**src/rtl/salu_pkg.sv**
```systemverilog
// Shared types, constants and codes for the stack-machine ALU.
// No dependencies; every other file of the block but salu_ram refers to it by scoped names.
package salu_pkg;

    localparam int WORD_W          = 32;
    localparam int OP_W            = 4;
    localparam int DEPTH_W         = 7;
    localparam int ERR_W           = 2;
    localparam int STACK_DEPTH_DEF = 64;
    localparam int ITER_COUNT      = 32;
    localparam int CNT_W           = $clog2(ITER_COUNT);
    localparam int SHAMT_W         = 5;

    typedef enum logic [OP_W-1:0] {
        OP_CONST = 4'd0,
        OP_ADD   = 4'd1,
        OP_SUB   = 4'd2,
        OP_MUL   = 4'd3,
        OP_DIV   = 4'd4,
        OP_MOD   = 4'd5,
        OP_EQ    = 4'd6,
        OP_LT    = 4'd7,
        OP_GT    = 4'd8,
        OP_AND   = 4'd9,
        OP_OR    = 4'd10,
        OP_XOR   = 4'd11,
        OP_SHL   = 4'd12,
        OP_SHR   = 4'd13,
        OP_NOT   = 4'd14
    } op_t;

    typedef enum logic [ERR_W-1:0] {
        ERR_OK    = 2'd0,
        ERR_UNDER = 2'd1,
        ERR_OVER  = 2'd2,
        ERR_DIVZ  = 2'd3
    } err_t;

    typedef enum logic [2:0] {
        S_IDLE,
        S_DECODE,
        S_READ,
        S_EXEC,
        S_DONE
    } seq_state_t;

    typedef enum logic [1:0] {
        EX_IDLE,
        EX_MUL,
        EX_DIV
    } ex_state_t;

    typedef struct packed {
        logic            start;
        logic [OP_W-1:0] op;
    } ex_req_t;

    typedef struct packed {
        logic done;
        logic div_zero;
    } ex_rsp_t;

endpackage

```
**src/rtl/salu_ifs.sv**
```systemverilog
// Handshake channels of the stack-machine ALU: instruction word in, result word out.
// Depends on salu_pkg for the field widths.
interface salu_in_if;
    logic                          valid;
    logic                          ready;
    logic [salu_pkg::OP_W-1:0]     operation;
    logic [salu_pkg::WORD_W-1:0]   constant_value;

    modport source (output valid, output operation, output constant_value, input ready);
    modport sink (input valid, input operation, input constant_value, output ready);
endinterface

interface salu_out_if;
    logic                          valid;
    logic                          ready;
    logic [salu_pkg::WORD_W-1:0]   top_value;
    logic [salu_pkg::DEPTH_W-1:0]  stack_depth;
    logic [salu_pkg::ERR_W-1:0]    error_code;

    modport source (output valid, output top_value, output stack_depth, output error_code,
                    input ready);
    modport sink (input valid, input top_value, input stack_depth, input error_code,
                  output ready);
endinterface

```
**src/rtl/salu_ram.sv**
```systemverilog
// Generic single-write, single-read RAM with registered read data.
// No dependencies.
module salu_ram #(
    parameter int WIDTH = 32,
    parameter int DEPTH = 64
) (
    input  logic                     clk,
    input  logic                     we,
    input  logic [$clog2(DEPTH)-1:0] waddr,
    input  logic [WIDTH-1:0]         wdata,
    input  logic                     re,
    input  logic [$clog2(DEPTH)-1:0] raddr,
    output logic [WIDTH-1:0]         rdata
);

    logic [WIDTH-1:0] mem [DEPTH];
    logic [WIDTH-1:0] rdata_reg;

    always_ff @(posedge clk)
    begin
        if (we)
        begin
            mem[waddr] <= wdata;
        end
        if (re)
        begin
            rdata_reg <= mem[raddr];
        end
    end

    assign rdata = rdata_reg;

endmodule

```
**src/rtl/salu_exec.sv**
```systemverilog
// Shared arithmetic unit: one 33-bit adder serves add, sub, compares and the
// bit-serial multiply and restoring divide. Depends on salu_pkg.
module salu_exec (
    input  logic                          clk,
    input  logic                          rst_n,
    input  salu_pkg::ex_req_t             req,
    input  logic [salu_pkg::WORD_W-1:0]   a,
    input  logic [salu_pkg::WORD_W-1:0]   b,
    output salu_pkg::ex_rsp_t             rsp,
    output logic [salu_pkg::WORD_W-1:0]   result
);

    localparam int W = salu_pkg::WORD_W;

    salu_pkg::ex_state_t         st_reg, st_next;
    logic [W-1:0]                acc_reg, acc_next;
    logic [W-1:0]                opa_reg, opa_next;
    logic [W-1:0]                opb_reg, opb_next;
    logic [salu_pkg::CNT_W-1:0]  cnt_reg, cnt_next;
    logic [salu_pkg::OP_W-1:0]   op_reg, op_next;
    logic [W-1:0]                res_reg, res_next;
    logic                        done_reg, done_next;
    logic                        divz_reg, divz_next;

    logic [W:0]                  add_x;
    logic [W:0]                  add_y;
    logic                        add_sub;
    logic [W+1:0]                add_sum;
    logic                        last_step;
    logic                        no_borrow;
    logic [W:0]                  div_shift;
    logic [W-1:0]                rem_step;
    logic [W-1:0]                quo_step;
    logic [salu_pkg::SHAMT_W-1:0] shamt;

    assign last_step = (cnt_reg == salu_pkg::CNT_W'(salu_pkg::ITER_COUNT - 1));
    assign shamt     = b[salu_pkg::SHAMT_W-1:0];
    assign div_shift = {acc_reg, opa_reg[W-1]};

    always_comb
    begin
        add_x   = {1'b0, a};
        add_y   = {1'b0, b};
        add_sub = 1'b0;
        unique case (st_reg)
            salu_pkg::EX_MUL:
            begin
                add_x = {1'b0, acc_reg};
                add_y = opb_reg[0] ? {1'b0, opa_reg} : '0;
            end
            salu_pkg::EX_DIV:
            begin
                add_x   = div_shift;
                add_y   = {1'b0, opb_reg};
                add_sub = 1'b1;
            end
            default:
            begin
                if (req.op == salu_pkg::OP_GT)
                begin
                    add_x = {1'b0, b};
                    add_y = {1'b0, a};
                end
                add_sub = (req.op != salu_pkg::OP_ADD);
            end
        endcase
    end

    assign add_sum   = {1'b0, add_x} + {1'b0, (add_sub ? ~add_y : add_y)} + (W+2)'(add_sub);
    assign no_borrow = add_sum[W+1];
    assign rem_step  = no_borrow ? add_sum[W-1:0] : div_shift[W-1:0];
    assign quo_step  = {opa_reg[W-2:0], no_borrow};

    always_comb
    begin
        st_next = st_reg;
        unique case (st_reg)
            salu_pkg::EX_IDLE:
            begin
                if (req.start)
                begin
                    if (req.op == salu_pkg::OP_MUL)
                    begin
                        st_next = salu_pkg::EX_MUL;
                    end
                    else if ((req.op == salu_pkg::OP_DIV || req.op == salu_pkg::OP_MOD)
                             && b != '0)
                    begin
                        st_next = salu_pkg::EX_DIV;
                    end
                end
            end
            salu_pkg::EX_MUL, salu_pkg::EX_DIV:
            begin
                if (last_step)
                begin
                    st_next = salu_pkg::EX_IDLE;
                end
            end
            default:
            begin
                st_next = salu_pkg::EX_IDLE;
            end
        endcase
    end

    always_comb
    begin
        acc_next  = acc_reg;
        opa_next  = opa_reg;
        opb_next  = opb_reg;
        cnt_next  = cnt_reg;
        op_next   = op_reg;
        res_next  = res_reg;
        done_next = 1'b0;
        divz_next = divz_reg;
        unique case (st_reg)
            salu_pkg::EX_IDLE:
            begin
                if (req.start)
                begin
                    op_next   = req.op;
                    divz_next = 1'b0;
                    cnt_next  = '0;
                    done_next = 1'b1;
                    case (req.op)
                        salu_pkg::OP_ADD, salu_pkg::OP_SUB:
                        begin
                            res_next = add_sum[W-1:0];
                        end
                        salu_pkg::OP_EQ:
                        begin
                            res_next = W'(add_sum[W-1:0] == '0);
                        end
                        salu_pkg::OP_LT, salu_pkg::OP_GT:
                        begin
                            res_next = W'(!no_borrow);
                        end
                        salu_pkg::OP_AND:
                        begin
                            res_next = a & b;
                        end
                        salu_pkg::OP_OR:
                        begin
                            res_next = a | b;
                        end
                        salu_pkg::OP_XOR:
                        begin
                            res_next = a ^ b;
                        end
                        salu_pkg::OP_SHL:
                        begin
                            res_next = a << shamt;
                        end
                        salu_pkg::OP_SHR:
                        begin
                            res_next = a >> shamt;
                        end
                        salu_pkg::OP_MUL:
                        begin
                            done_next = 1'b0;
                            acc_next  = '0;
                            opa_next  = a;
                            opb_next  = b;
                        end
                        salu_pkg::OP_DIV, salu_pkg::OP_MOD:
                        begin
                            if (b == '0)
                            begin
                                divz_next = 1'b1;
                                res_next  = (req.op == salu_pkg::OP_DIV) ? '1 : a;
                            end
                            else
                            begin
                                done_next = 1'b0;
                                acc_next  = '0;
                                opa_next  = a;
                                opb_next  = b;
                            end
                        end
                        default:
                        begin
                            res_next = '0;
                        end
                    endcase
                end
            end
            salu_pkg::EX_MUL:
            begin
                acc_next = add_sum[W-1:0];
                opa_next = {opa_reg[W-2:0], 1'b0};
                opb_next = {1'b0, opb_reg[W-1:1]};
                cnt_next = cnt_reg + 1'b1;
                if (last_step)
                begin
                    res_next  = add_sum[W-1:0];
                    done_next = 1'b1;
                end
            end
            salu_pkg::EX_DIV:
            begin
                acc_next = rem_step;
                opa_next = quo_step;
                cnt_next = cnt_reg + 1'b1;
                if (last_step)
                begin
                    res_next  = (op_reg == salu_pkg::OP_DIV) ? quo_step : rem_step;
                    done_next = 1'b1;
                end
            end
            default:
            begin
                done_next = 1'b0;
            end
        endcase
    end

    always_ff @(posedge clk or negedge rst_n)
    begin
        if (!rst_n)
        begin
            st_reg   <= salu_pkg::EX_IDLE;
            cnt_reg  <= '0;
            done_reg <= 1'b0;
            divz_reg <= 1'b0;
            op_reg   <= '0;
        end
        else
        begin
            st_reg   <= st_next;
            cnt_reg  <= cnt_next;
            done_reg <= done_next;
            divz_reg <= divz_next;
            op_reg   <= op_next;
        end
    end

    always_ff @(posedge clk)
    begin
        acc_reg <= acc_next;
        opa_reg <= opa_next;
        opb_reg <= opb_next;
        res_reg <= res_next;
    end

    assign rsp.done     = done_reg;
    assign rsp.div_zero = divz_reg;
    assign result       = res_reg;

`ifndef SYNTH
    a_start_idle: assert property (@(posedge clk) disable iff (!rst_n)
        req.start |-> st_reg == salu_pkg::EX_IDLE)
        else $error("exec start while busy");

    a_last_done: assert property (@(posedge clk) disable iff (!rst_n)
        (st_reg == salu_pkg::EX_MUL || st_reg == salu_pkg::EX_DIV) && last_step |=> done_reg)
        else $error("iteration end without done");

    a_done_pulse: assert property (@(posedge clk) disable iff (!rst_n)
        done_reg |=> !done_reg)
        else $error("done held longer than one cycle");
`endif

endmodule

```
**src/rtl/stack_u32_alu_unit.sv**
```systemverilog
// Top level of the stack-machine ALU: sequencer, top-of-stack register, stack RAM
// and output register. Depends on salu_pkg, salu_ifs, salu_ram and salu_exec.
//
// Executes one stack instruction per accepted instruction word and returns one
// result word (new top, depth, error code) for each. The top of the stack lives
// in a register and the words below it in a RAM with registered read. const, not,
// the no-op code and any underflow or overflow need no RAM read; add, sub,
// compares, logic and shifts read the operand below the top from the RAM and then
// take their result straight from the shared unit, and so do div and mod by zero;
// mul, div and mod otherwise also run the shared adder through 32 shift-add or
// restoring-divide steps. A pending result in the output register does not stop a
// new instruction word from being accepted; the sequencer waits only if a second
// result is ready before the first one is taken.
module stack_u32_alu_unit #(
    parameter int STACK_DEPTH = salu_pkg::STACK_DEPTH_DEF
) (
    input  logic       clk,
    input  logic       rst_n,
    salu_in_if.sink    instr,
    salu_out_if.source result
);

    localparam int W    = salu_pkg::WORD_W;
    localparam int SP_W = $clog2(STACK_DEPTH + 1);
    localparam int AW   = $clog2(STACK_DEPTH);

    salu_pkg::seq_state_t         st_reg, st_next;
    logic [salu_pkg::OP_W-1:0]    op_reg, op_next;
    logic [W-1:0]                 cval_reg, cval_next;
    logic [W-1:0]                 tos_reg, tos_next;
    logic [SP_W-1:0]              sp_reg, sp_next;
    salu_pkg::err_t               err_reg, err_next;
    logic                         out_valid_reg, out_valid_next;
    logic [W-1:0]                 out_top_reg, out_top_next;
    logic [salu_pkg::DEPTH_W-1:0] out_depth_reg, out_depth_next;
    logic [salu_pkg::ERR_W-1:0]   out_err_reg, out_err_next;

    logic                         accept;
    logic                         slot_free;
    logic [SP_W-1:0]              sp_m1;
    logic [SP_W-1:0]              sp_m2;
    logic [SP_W+6:0]              depth_wide;

    logic                         ram_we;
    logic [AW-1:0]                ram_waddr;
    logic [W-1:0]                 ram_wdata;
    logic                         ram_re;
    logic [AW-1:0]                ram_raddr;
    logic [W-1:0]                 ram_rdata;

    salu_pkg::ex_req_t            ex_req;
    salu_pkg::ex_rsp_t            ex_rsp;
    logic [W-1:0]                 ex_result;

    assign accept     = instr.valid && instr.ready;
    assign slot_free  = !out_valid_reg || result.ready;
    assign sp_m1      = sp_reg - SP_W'(1);
    assign sp_m2      = sp_reg - SP_W'(2);
    assign depth_wide = (SP_W + 7)'(sp_reg);

    salu_ram #(
        .WIDTH (W),
        .DEPTH (STACK_DEPTH)
    ) u_stack_ram (
        .clk   (clk),
        .we    (ram_we),
        .waddr (ram_waddr),
        .wdata (ram_wdata),
        .re    (ram_re),
        .raddr (ram_raddr),
        .rdata (ram_rdata)
    );

    salu_exec u_exec (
        .clk    (clk),
        .rst_n  (rst_n),
        .req    (ex_req),
        .a      (ram_rdata),
        .b      (tos_reg),
        .rsp    (ex_rsp),
        .result (ex_result)
    );

    always_comb
    begin
        st_next = st_reg;
        unique case (st_reg)
            salu_pkg::S_IDLE:
            begin
                if (accept)
                begin
                    st_next = salu_pkg::S_DECODE;
                end
            end
            salu_pkg::S_DECODE:
            begin
                if (op_reg >= salu_pkg::OP_ADD && op_reg <= salu_pkg::OP_SHR
                    && sp_reg >= SP_W'(2))
                begin
                    st_next = salu_pkg::S_READ;
                end
                else
                begin
                    st_next = salu_pkg::S_DONE;
                end
            end
            salu_pkg::S_READ:
            begin
                st_next = salu_pkg::S_EXEC;
            end
            salu_pkg::S_EXEC:
            begin
                if (ex_rsp.done)
                begin
                    st_next = salu_pkg::S_DONE;
                end
            end
            salu_pkg::S_DONE:
            begin
                if (slot_free)
                begin
                    st_next = salu_pkg::S_IDLE;
                end
            end
            default:
            begin
                st_next = salu_pkg::S_IDLE;
            end
        endcase
    end

    always_comb
    begin
        op_next        = op_reg;
        cval_next      = cval_reg;
        tos_next       = tos_reg;
        sp_next        = sp_reg;
        err_next       = err_reg;
        out_valid_next = out_valid_reg && !result.ready;
        out_top_next   = out_top_reg;
        out_depth_next = out_depth_reg;
        out_err_next   = out_err_reg;
        ram_we         = 1'b0;
        ram_waddr      = sp_m1[AW-1:0];
        ram_wdata      = tos_reg;
        ram_re         = 1'b0;
        ram_raddr      = sp_m2[AW-1:0];
        ex_req.start   = 1'b0;
        ex_req.op      = op_reg;
        unique case (st_reg)
            salu_pkg::S_IDLE:
            begin
                if (accept)
                begin
                    op_next   = instr.operation;
                    cval_next = instr.constant_value;
                    err_next  = salu_pkg::ERR_OK;
                end
            end
            salu_pkg::S_DECODE:
            begin
                unique case (op_reg) inside
                    salu_pkg::OP_CONST:
                    begin
                        if (sp_reg == SP_W'(STACK_DEPTH))
                        begin
                            err_next = salu_pkg::ERR_OVER;
                        end
                        else
                        begin
                            ram_we   = (sp_reg != '0);
                            tos_next = cval_reg;
                            sp_next  = sp_reg + SP_W'(1);
                        end
                    end
                    salu_pkg::OP_NOT:
                    begin
                        if (sp_reg == '0)
                        begin
                            err_next = salu_pkg::ERR_UNDER;
                        end
                        else
                        begin
                            tos_next = ~tos_reg;
                        end
                    end
                    [salu_pkg::OP_ADD:salu_pkg::OP_SHR]:
                    begin
                        if (sp_reg < SP_W'(2))
                        begin
                            err_next = salu_pkg::ERR_UNDER;
                        end
                        else
                        begin
                            ram_re = 1'b1;
                        end
                    end
                    default:
                    begin
                        err_next = salu_pkg::ERR_OK;
                    end
                endcase
            end
            salu_pkg::S_READ:
            begin
                ex_req.start = 1'b1;
            end
            salu_pkg::S_EXEC:
            begin
                if (ex_rsp.done)
                begin
                    tos_next = ex_result;
                    sp_next  = sp_m1;
                    err_next = ex_rsp.div_zero ? salu_pkg::ERR_DIVZ : salu_pkg::ERR_OK;
                end
            end
            salu_pkg::S_DONE:
            begin
                if (slot_free)
                begin
                    out_valid_next = 1'b1;
                    out_top_next   = (sp_reg != '0) ? tos_reg : '0;
                    out_depth_next = depth_wide[salu_pkg::DEPTH_W-1:0];
                    out_err_next   = err_reg;
                end
            end
            default:
            begin
                ex_req.start = 1'b0;
            end
        endcase
    end

    always_ff @(posedge clk or negedge rst_n)
    begin
        if (!rst_n)
        begin
            st_reg        <= salu_pkg::S_IDLE;
            op_reg        <= '0;
            sp_reg        <= '0;
            err_reg       <= salu_pkg::ERR_OK;
            out_valid_reg <= 1'b0;
        end
        else
        begin
            st_reg        <= st_next;
            op_reg        <= op_next;
            sp_reg        <= sp_next;
            err_reg       <= err_next;
            out_valid_reg <= out_valid_next;
        end
    end

    always_ff @(posedge clk)
    begin
        cval_reg      <= cval_next;
        tos_reg       <= tos_next;
        out_top_reg   <= out_top_next;
        out_depth_reg <= out_depth_next;
        out_err_reg   <= out_err_next;
    end

    assign instr.ready        = (st_reg == salu_pkg::S_IDLE);
    assign result.valid       = out_valid_reg;
    assign result.top_value   = out_top_reg;
    assign result.stack_depth = out_depth_reg;
    assign result.error_code  = out_err_reg;

`ifndef SYNTH
    a_sp_bound: assert property (@(posedge clk) disable iff (!rst_n)
        sp_reg <= SP_W'(STACK_DEPTH))
        else $error("stack pointer beyond depth");

    a_load_from_done: assert property (@(posedge clk) disable iff (!rst_n)
        $rose(out_valid_reg) |-> $past(st_reg) == salu_pkg::S_DONE)
        else $error("result word loaded outside of completion");

    a_done_in_exec: assert property (@(posedge clk) disable iff (!rst_n)
        ex_rsp.done |-> st_reg == salu_pkg::S_EXEC)
        else $error("exec unit finished while sequencer not waiting");
`endif

endmodule

```
**src/flat_wrapper.sv**
```systemverilog
// flat-port wrapper written by rule: the top's interface ports become plain ports
module stack_u32_alu_unit_flat 
#(
    parameter int STACK_DEPTH = salu_pkg::STACK_DEPTH_DEF
)
  (clk, rst_n, instr_valid, instr_operation, instr_constant_value, instr_ready, result_valid, result_top_value, result_stack_depth, result_error_code, result_ready);
  salu_in_if instr_i ();
  salu_out_if result_i ();
  input  logic clk;
  input  logic rst_n;
  input wire logic [$bits(instr_i.valid)-1:0] instr_valid;
  input wire logic [$bits(instr_i.operation)-1:0] instr_operation;
  input wire logic [$bits(instr_i.constant_value)-1:0] instr_constant_value;
  output wire logic [$bits(instr_i.ready)-1:0] instr_ready;
  output wire logic [$bits(result_i.valid)-1:0] result_valid;
  output wire logic [$bits(result_i.top_value)-1:0] result_top_value;
  output wire logic [$bits(result_i.stack_depth)-1:0] result_stack_depth;
  output wire logic [$bits(result_i.error_code)-1:0] result_error_code;
  input wire logic [$bits(result_i.ready)-1:0] result_ready;
  assign instr_i.valid = instr_valid;
  assign instr_i.operation = instr_operation;
  assign instr_i.constant_value = instr_constant_value;
  assign instr_ready = instr_i.ready;
  assign result_valid = result_i.valid;
  assign result_top_value = result_i.top_value;
  assign result_stack_depth = result_i.stack_depth;
  assign result_error_code = result_i.error_code;
  assign result_i.ready = result_ready;
  stack_u32_alu_unit #(.STACK_DEPTH(STACK_DEPTH)) u_core (.clk(clk), .rst_n(rst_n), .instr(instr_i), .result(result_i));
endmodule
```
**config.mk**
```make
export PLATFORM = sky130hd
export DESIGN_NAME = stack_u32_alu_unit_flat
export DESIGN_NICKNAME = d
export VERILOG_FILES = /design/src/rtl/salu_pkg.sv /design/src/rtl/salu_ifs.sv /design/src/rtl/salu_ram.sv /design/src/rtl/salu_exec.sv /design/src/rtl/stack_u32_alu_unit.sv /design/src/flat_wrapper.sv
export SDC_FILE = /design/constraint.sdc
export NUM_CORES = 2
export LEC_CHECK = 0
export BUFFER_PORTS_ARGS = -buffer_cell sky130_fd_sc_hd__clkbuf_2
export CAP_MARGIN = 30
export CELL_PAD_IN_SITES_DETAIL_PLACEMENT = 0
export CELL_PAD_IN_SITES_GLOBAL_PLACEMENT = 1
export CORE_UTILIZATION = 45
export DETAILED_ROUTE_END_ITERATION = 6
export GPL_TIMING_DRIVEN = 0
export PLACE_DENSITY_LB_ADDON = 0.2
export SYNTH_ARGS = -nofsm -noshare
export SYNTH_HDL_FRONTEND = slang
export SYNTH_SLANG_ARGS = --single-unit
export TNS_END_PERCENT = 100
```
**constraint.sdc**
```tcl
create_clock -name clk -period 10.8 [get_ports clk]
set_input_delay 2.16 -clock clk [delete_from_list [all_inputs] [get_ports clk]]
set_output_delay 2.16 -clock clk [all_outputs]
set_load 0.005 [all_outputs]
```
## Yosys cells after proc, flatten, opt, wreduce, memory -nomap -nowiden

Memory sizes are Yosys's and may differ from the RTL's. A register that Yosys moved wholly into a read port is not among the register bits.
Cells that the tools add are included.

- Add/subtract/negate cells: 6
- Magnitude comparators: 4
- Equal/unequal tests: 44
- Shift-type cells: 2
- Mux-type cells: 74
- Bitwise operators: 5
- Reductions and logical operators: 39

Operator list:

| operator | number |
|---|---|
| two-way mux 32 bit | 19 |
| one-hot mux 32 bit (2 select lines) | 7 |
| one-hot mux 32 bit (10 select lines) | 1 |
| one-hot mux 32 bit (3 select lines) | 3 |
| one-hot mux 33 bit (2 select lines) | 1 |
| zero test 32 bit | 2 |
| adder 33 x 33 -> 34 bit | 1 |
| adder 34 x 1 -> 34 bit | 1 |
| two-way mux 33 bit | 1 |
| inverter 33 bit | 1 |
| AND 32 bit | 1 |
| inverter 32 bit | 1 |
| bitwise OR 32 bit | 1 |
| nonzero test 32 bit | 1 |
| << shifter 32 x 5 -> 32 bit | 1 |
| >> shifter 32 x 5 -> 32 bit | 1 |
| bitwise XOR 32 bit | 1 |
| == test 4 bit, second input constant | 7 |
| != test 3 bit, second input constant | 8 |
| two-way mux 7 bit | 3 |
| == test 4 x 3 -> 1 bit, second input constant | 5 |
| two-way mux 2 bit | 10 |
| two-way mux 1 bit | 15 |
| one-hot mux 3 bit (5 select lines) | 1 |
| 45 further kinds | 81 |

- Register bits after elaboration: 263
- Memory bits (writable): 2,048
- Input bits: 40
- Output and inout port bits: 43
- Memories kept: 1

Memories:

| name | words | bits a word | rd ports | clocked after memory_dff | write ports | RTL line | text |
|---|---|---|---|---|---|---|---|
| u_core.u_stack_ram.mem | 64 | 32 | 1 | 1 | 1 | salu_ram.sv:16 | `logic [WIDTH-1:0] mem [DEPTH];` |

## Logic depth before layout (Yosys ltp)

- Depth in word-level cells: 11
- Mapped depth: 22
- Gate-level depth less buffers: 18

## By module

Synthesis repeated with hierarchy kept, for this count alone.

- Cells, all modules: 5,977
- Area total of the unflattened synthesis: 100,586.5 µm²

Modules (own cells, without submodules):

| module | instances | cells an instance | area each (µm²) | seq. area each (µm²) |
|---|---|---|---|---|
| salu_ram | 1 | 3,572 | 79,216.0 | 62,459.9 |
| salu_exec | 1 | 1,982 | 16,133.0 | 4,169.0 |
| stack_u32_alu_unit | 1 | 423 | 5,237.5 | 3,578.4 |

## Worst setup path before layout

OpenSTA, ideal clock, no wires.

- Kind: register to register
- From: reg u_core.tos_reg[0] (netlist: u_core.ram_wdata[0])
- To: reg u_core.u_exec.acc_reg[0], enable pin
- Setup time: 0.565 ns
- Arrival time: 7.366 ns
- Setup slack: 2.869 ns
- Stages on the path, launching flop included: 10
- Buffers on the path: 4
- Clock period less this slack: 7.931 ns
- Cells stage by stage: edfxtp_1 buf_2 buf_2 buf_2 clkbuf_1 nor4_1 nand4_1 o21ai_0 nor2b_1 nor3_1

- Longest elaborated chain between the ends: 3

RTL lines:

| element | RTL line | text |
|---|---|---|
| from (decl) | stack_u32_alu_unit.sv:30 | `logic [W-1:0] tos_reg, tos_next;` |
| from (signal assigned) | stack_u32_alu_unit.sv:257 | `tos_reg <= tos_next;` |
| zero test 32 bit | salu_exec.sv:168 | `if (b == '0)` |
| != test 3 bit (no source line) | - |  |
| AND reduction 4 bit (no source line) | - |  |
| to (signal assigned) | salu_exec.sv:240 | `acc_reg <= acc_next;` |
| to (decl) | salu_exec.sv:16 | `logic [W-1:0] acc_reg, acc_next;` |

No other way between the ends.
A chain may end at the register's enable or synchronous reset.

## Worst setup path in the final report

- From: reg u_core.u_exec.st_reg[0]
- To: reg u_core.u_exec.res_reg[31] (netlist: u_core.u_exec.result[31]) (data pin)

- Longest elaborated chain between the ends: 10

RTL lines:

| element | RTL line | text |
|---|---|---|
| from (decl) | salu_exec.sv:15 | `salu_pkg::ex_state_t st_reg, st_next;` |
| from (signal assigned) | salu_exec.sv:222 | `st_reg <= salu_pkg::EX_IDLE;` |
| from (signal assigned) | salu_exec.sv:230 | `st_reg <= st_next;` |
| parallel branches: the longest is 9 deep, another holds adder 33 x 33 -> 34 bit | - |  |
| one-hot mux 32 bit (3 select lines) * | salu_exec.sv:117 | `unique case (st_reg)` |
| net u_core.u_exec.res_next[31] | salu_exec.sv:21 | `logic [W-1:0] res_reg, res_next;` |
| to (signal assigned) | salu_exec.sv:243 | `res_reg <= res_next;` |
| to (decl) | salu_exec.sv:21 |  |

Mark *: on every way through the listed nets, which the timed path passes. The select of a mux whose other input is x is not followed.

==> impl_metrics.tcl <==
set metrics [dict create \
    areaGrowthSynthToFinish_pct 17.9 \
    start_kind "flop" \
    worstPathArrival_ns 8.75 \
    critical_path_class "flop to flop" \
    routabilityCongestion 1.03 \
    synth_area_sq_um 99500 \
    numCtsBuffers 235 \
    cts.sinks 2343 \
    maxCapViolCount 0 \
    layout-drive-gt1-share_pct 24.4 \
    status "finished with violations" \
    final.period_utilization_pct 74.8 \
    drc 31 \
    hold_class "flop to flop" \
    layout_common_cells "edfxtp_1, mux4_2, clkbuf_1" \
    synth_area_per_cell_sq_um 18.4 \
    design_area_sq_um 117000 \
    cts.reportedPaths.clkPinSlew_ns 0.06 \
    coreArea_sq_um 220000 \
    initial_utilization_pct 45.3 \
    slew_headroom_pct 24.8 \
    grt_first_pass_wirelength_um 491000 \
    syn_inst 5413 \
    grt-ovfl-total 0 \
    crit_fanout 10 \
    dieArea_sq_um 223000 \
    wl_per_cell_um 39.3 \
    worst_pin_slew_ns 1.12 \
    post-cts-setup-buffers 0 \
    top_register "u_core.u_stack_ram.mem" \
    die-height_um 472 \
    ys_ff_latch 2343 \
    drt_first_pass_iters 7 \
    seq_area_frac_synth_pct 70.5 \
    layout_commonest_cell "edfxtp_1" \
    setup_slack_ns 2.72 \
    setup_viol 0 \
    min_period_ns 8.08 \
    via_count 58600 \
    drv_slew 0 \
    dpl.cell_count 8720 \
    cts_max_path_buffers 3 \
    io_pins 83 \
    ctsResizeCount 0 \
    hpwl_um 271000 \
    row_count 172 \
    htree_levels 4 \
    final_cell_count_no_fill 9175 \
    critical_path_required_ns 11.48 \
    cts_tree "done" \
    via_per_inst 6.39 \
    largest_reg_flops 2048 \
    pre_cts_ws_ns 3.15 \
    synth_edf_count 2313 \
    grt_max_degree 37 \
    fin_worst_skew_ns 0.0887 \
    yosysUniqueCellTypes 73 \
    rsz0062_at_grt "no" \
    die_w_um 472 \
    final-hold-violation-count 0 \
    initialDrtViolationCount 7781 \
    end_kind "flop" \
    clock-root-buffer "clkbuf_16" \
    cts_hold_buf 0 \
    grtUsageTotal_pct 32.5 \
    antenna_found_initial 29 \
    synth_async_sr_flop_share_pct 1.28 \
    drtAntennaViolNets 0 \
    yosysWarnings 0 \
    violations "DRC" \
    max_freq_mhz 124 \
    clk-insertion-delay-late_ns 0.92 \
    synthFlopType "edfxtp_1" \
    layout.nets 6159 \
    synth_nets 5564 \
    place_area_sq_um 110000 \
    hold-worst-slack_ns 0.462 \
    port_buffers 82 \
    grt_pass1_vias 57600 \
    wirelength_um 361000 \
]
[stage by stage]
| stage | TNS (ns) | util (%) |
|---|---|---|
| after CTS | 0 | 53.3 |
| final | 0 | 53.4 |
| after detailed placement | 0 | 50.0 |
| after global routing | 0 | 53.4 |
| after floorplan | 0 | - |
| after global placement | -156.12 | 47.2 |
[synth_stat cells (28+ instances only)]
cell type,instances,area [sq um]
edfxtp_1,2313,69500
mux4_2,721,16200
nor2_1,364,1370
nand2_1,306,1150
clkbuf_1,264,991
o21ai_0,252,1260
a21oi_1,233,1170
ha_1,110,1380
inv_1,79,297
buf_1,75,282
a221oi_1,54,473
xor2_1,53,464
a22oi_1,48,360
mux2i_1,46,460
nand3_1,38,190
a222oi_1,35,350
nor3_1,32,160
dfrtp_1,30,751
a221o_1,28,280
[critical path, stage by stage, from the launching register on]
cell and delay, ns:
dfrtp_1 0.42, inv_1 0.14, ha_1 0.52, clkbuf_1 0.61
and2_1 0.22, clkbuf_1 0.52, clkbuf_1 0.60, a222oi_1 0.24
xor2_1 0.24, ha_1 0.34, clkbuf_1 0.31, nand2_1 0.15
nor4_1 0.81, nor2b_1 0.23, a32o_1 0.43, o2111ai_1 0.23
a31oi_1 0.27, nor2_1 0.08, xnor2_1 0.74, a221oi_1 0.38
o211ai_1 0.35
[layer usage]
metal	share of wire, %	routed length (um)	global-route usage (%)
met5	0.030	108	0
met4	6.4	23200	17.4
met3	7.5	26900	5.48
met2	47	171000	51.7
met1	39	140000	43.0
[path summary, 6_finish.rpt]
path                                                startpoint  cells past startpoint                                      to  slack, ns
setup reg to reg           u_core.u_exec.st_reg[0]$_DFFE_PN0P_                     20      u_core.u_exec.result[31]$_DFFE_PP_       2.72
max in group asynchronous                                rst_n                      1            u_core.st_reg[0]$_DFFE_PN0P_       8.85
hold / removal                    u_core.sp_reg[3]$_DFFE_PN0P_                      0  u_core.result.stack_depth[3]$_DFFE_PP_       0.46
hold reg to reg                   u_core.sp_reg[3]$_DFFE_PN0P_                      0  u_core.result.stack_depth[3]$_DFFE_PP_       0.46
setup / recovery           u_core.u_exec.st_reg[0]$_DFFE_PN0P_                     20      u_core.u_exec.result[31]$_DFFE_PP_       2.72
min in group asynchronous                                rst_n                      1            u_core.op_reg[0]$_DFFE_PN0P_       1.38
[cell type report]
type	instances	area, sq um
Sequential cell	2343	70200
Tap cell	2958	3700
Buffer	353	1350
Multi-Input combinational cell	2635	28200
Antenna cell	17	42.5
Timing Repair Buffer	358	6140
Clock inverter	144	1350
Inverter	82	308
Fill cell	17400	102000
Clock buffer	285	6070
[cell families after synthesis]
group                      count (synthesis)  synth area share, %
buffers and inverters                    435                 1.66
xor gates and xnor gates                  74                0.651
muxes                                    777                 16.9
and+or+nand+nor                          847                 3.58
AOI/OAI and AO/OA                        826                 5.29
DFF                                     2343                 70.5
adders and majority gates                111                 1.40
Power is left out: the tool's default activity adds up to more than one toggle a clock period on the data nets, which glitch-free logic cannot reach.
